<file path="config.mk">
export PLATFORM = sky130hd
export DESIGN_NAME = integer_to_ascii_digits
export DESIGN_NICKNAME = d
export VERILOG_FILES = /design/src/design/ita_pkg.sv /design/src/design/integer_to_ascii_digits.sv
export SDC_FILE = /design/constraint.sdc
export NUM_CORES = 1
export LEC_CHECK = 0
export BUFFER_PORTS_ARGS = -buffer_cell sky130_fd_sc_hd__buf_4
export CELL_PAD_IN_SITES_DETAIL_PLACEMENT = 0
export CELL_PAD_IN_SITES_GLOBAL_PLACEMENT = 1
export CORE_ASPECT_RATIO = 1.5
export CORE_MARGIN = 3
export CORE_UTILIZATION = 51
export CTS_BUF_LIST = sky130_fd_sc_hd__clkbuf_16
export CTS_CLUSTER_DIAMETER = 150
export DETAILED_ROUTE_END_ITERATION = 8
export PLACE_DENSITY_LB_ADDON = 0.1
export SLEW_MARGIN = 10
export SYNTH_ARGS = -nofsm -noshare
export SYNTH_HDL_FRONTEND = slang
export SYNTH_SLANG_ARGS = --single-unit
</file>
<file path="constraint.sdc">
create_clock -name clk -period 11.2 [get_ports clk]
set_clock_uncertainty 0.15 [all_clocks]
set_input_delay 0.56 -clock clk [delete_from_list [all_inputs] [get_ports clk]]
set_output_delay 0.56 -clock clk [all_outputs]
set_load 0.05 [all_outputs]
</file>
<file path="src/design/ita_pkg.sv">
// shared types, constants and the digit-to-ascii function for integer_to_ascii_digits
// no dependencies
package ita_pkg;

  localparam int ACTION_W = 2;
  localparam int VALUE_W  = 32;
  localparam int CHAR_W   = 8;
  localparam int DEC_DIGITS = 10;
  localparam int HEX_DIGITS = 8;
  localparam int DIGITS_W = 4 * DEC_DIGITS;
  localparam int CNT_W    = 4;
  localparam int BIT_CNT_W = 5;

  // conversion codes
  localparam logic [ACTION_W-1:0] ACT_SDEC = 2'd0;
  localparam logic [ACTION_W-1:0] ACT_UDEC = 2'd1;
  localparam logic [ACTION_W-1:0] ACT_HEXL = 2'd2;
  localparam logic [ACTION_W-1:0] ACT_HEXU = 2'd3;

  localparam logic [CHAR_W-1:0] CHAR_MINUS = 8'h2D;
  localparam logic [CHAR_W-1:0] CHAR_ZERO  = 8'h30;
  localparam logic [CHAR_W-1:0] CHAR_LOWER_A = 8'h61;
  localparam logic [CHAR_W-1:0] CHAR_UPPER_A = 8'h41;

  typedef enum logic [2:0] {
    ST_IDLE,
    ST_CONV,
    ST_STRIP,
    ST_SIGN,
    ST_EMIT
  } ita_state_t;

  // one digit (0..15) to its ascii character
  function automatic logic [CHAR_W-1:0] digit_char(input logic [3:0] dig, input logic upper);
    logic [CHAR_W-1:0] res;
    begin
      if (dig < 4'd10) begin
        res = CHAR_ZERO + {4'd0, dig};
      end else if (upper) begin
        res = CHAR_UPPER_A + {4'd0, dig - 4'd10};
      end else begin
        res = CHAR_LOWER_A + {4'd0, dig - 4'd10};
      end
      return res;
    end
  endfunction

endpackage

</file>
<file path="src/design/integer_to_ascii_digits.sv">
// Sequence: decimal items run one shift-and-add-3 step per value bit, then drop leading
// zeros while keeping at least one digit, then register a minus sign if negative and then
// one character per digit. Hex items skip the conversion. The output register holds while
// stalled, and a new item is taken only once the last character is registered. Sync
// active-low reset clears the sequencer and the output valid; depends on ita_pkg
module integer_to_ascii_digits (
  input  logic                          clk,
  input  logic                          rst_n,
  input  logic                          in_valid,
  output logic                          in_ready,
  input  logic [ita_pkg::ACTION_W-1:0]  in_action,
  input  logic [ita_pkg::VALUE_W-1:0]   in_value,
  output logic                          out_valid,
  input  logic                          out_ready,
  output logic [ita_pkg::CHAR_W-1:0]    out_char_out,
  output logic                          out_last
);
  import ita_pkg::*;

  ita_state_t            state_r, state_nxt;
  logic [VALUE_W-1:0]    mag_r, mag_nxt;
  logic [DIGITS_W-1:0]   digits_r, digits_nxt;
  logic [CNT_W-1:0]      cnt_r, cnt_nxt;
  logic [BIT_CNT_W-1:0]  bit_cnt_r, bit_cnt_nxt;
  logic                  neg_r, neg_nxt;
  logic                  upper_r, upper_nxt;
  logic                  out_valid_r, out_valid_nxt;
  logic [CHAR_W-1:0]     out_char_r, out_char_nxt;
  logic                  out_last_r, out_last_nxt;

  logic                  in_xfer;
  logic                  out_free;
  logic                  in_neg;
  logic [VALUE_W-1:0]    in_mag;
  logic [DIGITS_W-1:0]   adj;
  logic                  top_zero;
  logic                  is_hex;

  assign in_ready     = (state_r == ST_IDLE);
  assign in_xfer      = in_valid && in_ready;
  assign out_free     = !out_valid_r || out_ready;
  assign out_valid    = out_valid_r;
  assign out_char_out = out_char_r;
  assign out_last     = out_last_r;

  // sign and magnitude of the incoming value
  assign in_neg = (in_action == ACT_SDEC) && in_value[VALUE_W-1];
  assign in_mag = in_neg ? (~in_value + 32'd1) : in_value;
  assign is_hex = (in_action == ACT_HEXL) || (in_action == ACT_HEXU);

  assign top_zero = (digits_r[DIGITS_W-1 -: 4] == 4'd0);

  // add-3 correction on every bcd digit ahead of the shift
  always_comb begin
    for (int i = 0; i < DEC_DIGITS; i++) begin
      if (digits_r[4*i +: 4] >= 4'd5) begin
        adj[4*i +: 4] = digits_r[4*i +: 4] + 4'd3;
      end else begin
        adj[4*i +: 4] = digits_r[4*i +: 4];
      end
    end
  end

  // next state
  always_comb begin
    state_nxt = state_r;
    unique case (state_r)
      ST_IDLE: begin
        if (in_xfer) begin
          state_nxt = is_hex ? ST_STRIP : ST_CONV;
        end
      end
      ST_CONV: begin
        if (bit_cnt_r == '0) begin
          state_nxt = ST_STRIP;
        end
      end
      ST_STRIP: begin
        if (!(top_zero && cnt_r > 4'd1)) begin
          state_nxt = neg_r ? ST_SIGN : ST_EMIT;
        end
      end
      ST_SIGN: begin
        if (out_free) begin
          state_nxt = ST_EMIT;
        end
      end
      ST_EMIT: begin
        if (out_free && cnt_r == 4'd1) begin
          state_nxt = ST_IDLE;
        end
      end
      default: state_nxt = ST_IDLE;
    endcase
  end

  // datapath and output register
  always_comb begin
    mag_nxt       = mag_r;
    digits_nxt    = digits_r;
    cnt_nxt       = cnt_r;
    bit_cnt_nxt   = bit_cnt_r;
    neg_nxt       = neg_r;
    upper_nxt     = upper_r;
    out_valid_nxt = out_valid_r && !out_ready;
    out_char_nxt  = out_char_r;
    out_last_nxt  = out_last_r;
    unique case (state_r)
      ST_IDLE: begin
        if (in_xfer) begin
          neg_nxt     = in_neg;
          upper_nxt   = (in_action == ACT_HEXU);
          bit_cnt_nxt = BIT_CNT_W'(VALUE_W - 1);
          if (is_hex) begin
            digits_nxt = {in_mag, 8'd0};
            cnt_nxt    = CNT_W'(HEX_DIGITS);
            mag_nxt    = '0;
          end else begin
            digits_nxt = '0;
            cnt_nxt    = CNT_W'(DEC_DIGITS);
            mag_nxt    = in_mag;
          end
        end
      end
      ST_CONV: begin
        // one shift-and-add-3 step per cycle
        digits_nxt  = {adj[DIGITS_W-2:0], mag_r[VALUE_W-1]};
        mag_nxt     = {mag_r[VALUE_W-2:0], 1'b0};
        bit_cnt_nxt = bit_cnt_r - 1'b1;
      end
      ST_STRIP: begin
        // drop leading zeros, keep at least one digit
        if (top_zero && cnt_r > 4'd1) begin
          digits_nxt = {digits_r[DIGITS_W-5:0], 4'd0};
          cnt_nxt    = cnt_r - 1'b1;
        end
      end
      ST_SIGN: begin
        if (out_free) begin
          out_valid_nxt = 1'b1;
          out_char_nxt  = CHAR_MINUS;
          out_last_nxt  = 1'b0;
        end
      end
      ST_EMIT: begin
        if (out_free) begin
          out_valid_nxt = 1'b1;
          out_char_nxt  = digit_char(digits_r[DIGITS_W-1 -: 4], upper_r);
          out_last_nxt  = (cnt_r == 4'd1);
          digits_nxt    = {digits_r[DIGITS_W-5:0], 4'd0};
          cnt_nxt       = cnt_r - 1'b1;
        end
      end
      default: begin
      end
    endcase
  end

  // control registers
  always_ff @(posedge clk) begin
    if (!rst_n) begin
      state_r     <= ST_IDLE;
      out_valid_r <= 1'b0;
    end else begin
      state_r     <= state_nxt;
      out_valid_r <= out_valid_nxt;
    end
  end

  // payload registers
  always_ff @(posedge clk) begin
    mag_r      <= mag_nxt;
    digits_r   <= digits_nxt;
    cnt_r      <= cnt_nxt;
    bit_cnt_r  <= bit_cnt_nxt;
    neg_r      <= neg_nxt;
    upper_r    <= upper_nxt;
    out_char_r <= out_char_nxt;
    out_last_r <= out_last_nxt;
  end

endmodule

</file>
## Word-level counts from Yosys, hierarchy flattened

Cells that the tools add are included.
W data, S select, Z words.

- Input bits: 38
- Output and inout bits: 11
- Bits in registers: 96
- Word-level logic and storage cells: 122

- Reductions and logical operators: 24
- Bitwise operators: 1
- Mux-type cells: 44
- Magnitude comparators: 12
- Add/subtract/negate cells: 17
- Equality and inequality tests: 14

Operators by type and width:

| operator | count |
|---|---|
| $mux W40 | 4 |
| $pmux W40 S4 | 1 |
| $mux W32 | 3 |
| $pmux W32 S2 | 1 |
| $mux W4 | 12 |
| $ge A4 B3 Y1 const B | 10 |
| $add A4 B2 Y4 const B | 9 |
| $add A32 B1 Y32 const B | 1 |
| $mux W8 | 4 |
| $not A32 Y32 | 1 |
| $mux W3 | 7 |
| $add A7 B4 Y8 const A | 2 |
| $pmux W8 S2 | 1 |
| $pmux W3 S5 | 1 |
| $ne A2 B2 Y1 const B | 6 |
| $pmux W4 S3 | 1 |
| $pmux W5 S2 | 1 |
| $reduce_and A4 Y1 | 2 |
| $add A6 B4 Y7 const A | 1 |
| $eq A3 B2 Y1 const B | 2 |
| $logic_and A1 B1 Y1 | 5 |
| $logic_not A5 Y1 | 1 |
| $mux W5 | 1 |
| $reduce_and A5 Y1 | 1 |
| 25 further kinds | 34 |

## Depth between registers and ports, before layout

- Depth in word-level cells: 6
- Depth in mapped cells: 8
- Depth with buffers taken out: 7

## Worst setup path after synthesis

No wires, ideal clock.

- Kind: reg-to-reg
- Start point: register state_r[1]
- End point: register digits_r[0] (enable)
- Arrival: 4628 ps
- Period minus slack after synthesis: 5224 ps
- Buffers on the path: 2
- Required time: 10604 ps
- Setup time: 446 ps
- Slack: 5976 ps
- Stages on the path, launching flop included: 5
- Path through: dfxtp_1 -> clkbuf_1 -> clkbuf_1 -> nor3_1 -> o21bai_1

- Longest elaborated chain between the ends: 4
- Elaborated cells on any way between the ends: 10
- Classes of those cells: eq/ne: 6; reduce/logical: 4

Ends and longest elaborated chain:

| what | RTL line | RTL |
|---|---|---|
| start, declared | integer_to_ascii_digits.sv:20 | `ita_state_t state_r, state_nxt;` |
| start signal, assigned | integer_to_ascii_digits.sv:165 | `state_r <= state_nxt;` |
| $logic_not A3 Y1 | integer_to_ascii_digits.sv:39, integer_to_ascii_digits.sv:108 |  |
| $logic_and A1 B1 Y1 | integer_to_ascii_digits.sv:40 | `assign in_xfer = in_valid && in_ready;` |
| $ne A2 B1 Y1 (no line) | n/a |  |
| $reduce_and A4 Y1 (no line) (*) | n/a |  |
| end signal, assigned | integer_to_ascii_digits.sv:173 | `digits_r <= digits_nxt;` |
| end, declared | integer_to_ascii_digits.sv:22 | `logic [DIGITS_W-1:0] digits_r, digits_nxt;` |

Mark *: on every way between the ends. The rest lies on a longest branch, timed or not.
A chain may end at the register's enable or synchronous reset.

## Worst setup path after layout

- Start point: register state_r[0]
- End point: register digits_r[8] (data pin)

- Longest elaborated chain between the ends: 2
- Elaborated cells on any way between the ends: 5
- Classes of those cells: eq/ne: 3; mux: 1; reduce/logical: 1

Ends and longest elaborated chain:

| what | RTL line | RTL |
|---|---|---|
| $eq A3 B3 Y1 (tied with other cells) | integer_to_ascii_digits.sv:108 | `unique case (state_r)` |
| $pmux W40 S4 (*) | integer_to_ascii_digits.sv:108 |  |
| net digits_nxt[8] | integer_to_ascii_digits.sv:22 |  |

The timed path passes the listed nets; every way through them passes the cells marked *.

==> run summary <==
Outcome: completed
Commonest non-fill, non-tap cell in the layout: edfxtp_1
Crit end category: register
Clock Path Buffers: 2
Post-CTS resize count: 0
Sequential area share after synthesis: 46.59%
# fillers: 1053
Clk sinks: 95
Gr usage total: 23.60%
Drt drc: 0
Mapped Area: 0.006037 mm²
First-pass GRT wire length: 24.07 mm
Internal power: 1.099 mW
Starting Density: 52.35%
Share of power burned in registers: 41.4%
Die Footprint: 0.01321 mm²
Syn-to-layout area delta: 12.46%
Post-Syn Nets: 680
Final Total Pwr: 1.852 mW
Synthesized instance count: 615
Antenna Diode Count: 0
Routed Antenna Nets: 0
Sw Pwr: 0.7534 mW
Post-CTS Hold Buffers: 0
Worst-Margin Slew: 0.9942 ns
Final GP Congestion: 0.8703
Most frequent cells in the layout: edfxtp_1 (91), nand2_1 (65), o21ai_0 (55)
Total wire length: 15.10 mm
Sw Ratio: 40.68%
Setup Fix Bufs, Post-CTS: 0
Initial antenna violation count: 1
Final Hold Fails: 0
Mean Syn Cell Area: 9.816 µm²
Top_reg_cell synth: edfxtp_1
Fmax: 328.0 MHz
Required @ worst endpoint: 11.18 ns
Distinct cells, synth: 60
Worst-path fanout max: 27
Cell Rows: 48
Port bufs: 47
Global route total overflow: 0
Die W: 94.84 µm
Detailed-route via count: 4900
Tmin final: 3.048 ns
Pwr dens: 272.8 mW/mm²
HP Class: primary input to register
Vias in the first global route: 4762
Total CTS buffers: 9
Floorplan core area: 0.01153 mm²
Share of cells above drive strength 1: 12.46%
Max-cap violation count: 0
Logic gate share of total power: 42.5%
Routed len/inst: 18.88 µm
Die Y: 139.3 µm
Clock transition at path regs: 0.06 ns
H-tree depth: 3
Yosys Warn Count: 0
Critical Path Start Type: register
#FFs+latches synth: 95
Peak supply drop: 121.8 µV
Largest net degree at the start of global routing: 46
Period Utilization, post-route: 27.22%
DRT Pass-1 Iters: 4
Root Driver: clkbuf_16
P_leak: 2.486 nW
Nets: 711
Clk_lat worst skew: 0.34 ns
Final setup TNS: 0 ns
Asr flop ratio synth: 0%
Post-DP HPWL: 10.90 mm
Top Ports: 49
TritonCTS clock tree: built
Post-synth EDFFs: 91
Worst setup path category: register to register
Vias/cell: 6.125
Final Max Slew Viols: 0
Crit path DAT: 3.03 ns
Unrepaired setup endpoints after global routing: false
Initial DRC count: 257
Clock group share of total power: 16.1%
Final-report setup violation count: 0
Relative slew slack: 33.72%
final timing paths:
check / from / slack [ns] / to / cells past startpoint
max: state_r[0] / 8.15 / digits_r[8] / 5
min reg2reg: mag_r[28] / 0.38 / mag_r[29] / 2
min: rst_n / 0.33 / state_r[0] / 2
max reg2reg: state_r[0] / 8.15 / digits_r[8] / 5
critical path, stage by stage (launching register included):
cell     delay [ns]
dfxtp_1        0.74
inv_1          0.26
nand3_1        0.15
o211a_1        0.78
inv_1          0.36
o21ai_0        0.38
flip-flops by register name (all words and copies together) (netlist names):
signal,cells
mag_r,32
out_valid,1
upper_r,1
state_r,3
digits_r,40
bit_cnt_r,5
out_char_out,7
cnt_r,4
out_last,1
neg_r,1
per-layer routing:
| metal | vias to the layer above | track usage [%] | share of wire, % |
|---|---|---|---|
| li1 | 2322 | - | - |
| met1 | 2367 | 27.65 | 38 |
| met2 | 163 | 40.56 | 52 |
| met3 | 46 | 3.840 | 4.7 |
| met4 | 2 | 12.47 | 5.0 |
| met5 | - | 0 | 0.086 |
synth_stat cells (all sizes together) (2+ instances only):
cell type	number	share of area [%]
o21ai	57	4.7
or3b	3	0.44
a21oi	42	3.5
a22o	3	0.44
mux2i	4	0.66
dfxtp	4	1.3
nor3	11	0.91
o31ai	7	0.95
nand2b	13	1.3
o211ai	3	0.37
edfxtp	91	45
inv	37	2.3
a31oi	11	1.1
ha	27	5.6
a21o	3	0.37
nand2	65	4.0
and2	3	0.31
clkbuf	22	1.4
nand3	2	0.17
nor3b	14	1.8
nor2b	4	0.41
a221o	13	2.2
a22oi	14	1.7
a41oi	2	0.29
xnor2	33	4.8
nor4	10	1.6
or3	3	0.31
a211oi	4	0.50
nor2	51	3.2
or4	4	0.56
buf	10	0.81
o221ai	4	0.58
and3	3	0.31
xor2	14	2.0
o41ai	8	1.4
metrics by stage:
| step | worst slack (ns) | utilization [%] | area [µm²] | hold WS [ns] | instances |
|---|---|---|---|---|---|
| after floorplan | 5.976 | - | 6037 | 0.3433 | 615 |
| after detailed placement | 8.172 | 56.45 | 6509 | 0.3631 | 785 |
| after CTS | 8.180 | 58.88 | 6789 | 0.3244 | 800 |
| after global routing | 7.955 | 58.88 | 6789 | 0.3379 | 800 |
| after global placement | 8.224 | 56.45 | 6509 | 0.3570 | 785 |
| final | 8.152 | 58.88 | 6789 | 0.3306 | 800 |
logic make-up (layout without fill, tap and decap cells):
family | after synthesis | count (layout) | share of synthesized area, %
flops | 95 | 95 | 46.59
mux | 4 | 4 | 0.6632
compound gates | 181 | 181 | 19.67
simple gates | 191 | 191 | 16.12
other cells | 1 | 1 | 0.06212
xor+xnor | 47 | 47 | 6.819
fa+ha+maj | 27 | 27 | 5.596
buf+inv | 69 | 104 | 4.477
power groups by stage:
stage          Clock [mW]  Combinational (mW)  Sequential, mW
3_5_place_dp            0               0.786           0.771
4_1_cts             0.303               0.789           0.766
2_1_floorplan           0               0.608           0.728
5_1_grt             0.316               0.890           0.789
3_3_place_gp            0               0.766           0.767
6_report            0.298               0.787           0.767
final cells by class:
| class | instances | area [µm²] | share of cell area (%) |
|---|---|---|---|
| well taps | 150 | 187.7 | 2.764 |
| clock inverters | 6 | 55.05 | 0.8109 |
| repair buffers | 52 | 390.4 | 5.750 |
| inverters | 37 | 138.9 | 2.046 |
| clock buffers | 9 | 225.2 | 3.317 |
| flip-flops and latches | 95 | 2813 | 41.43 |
| multi-input cells | 451 | 2979 | 43.88 |
Power figures use the tool's default switching activity.
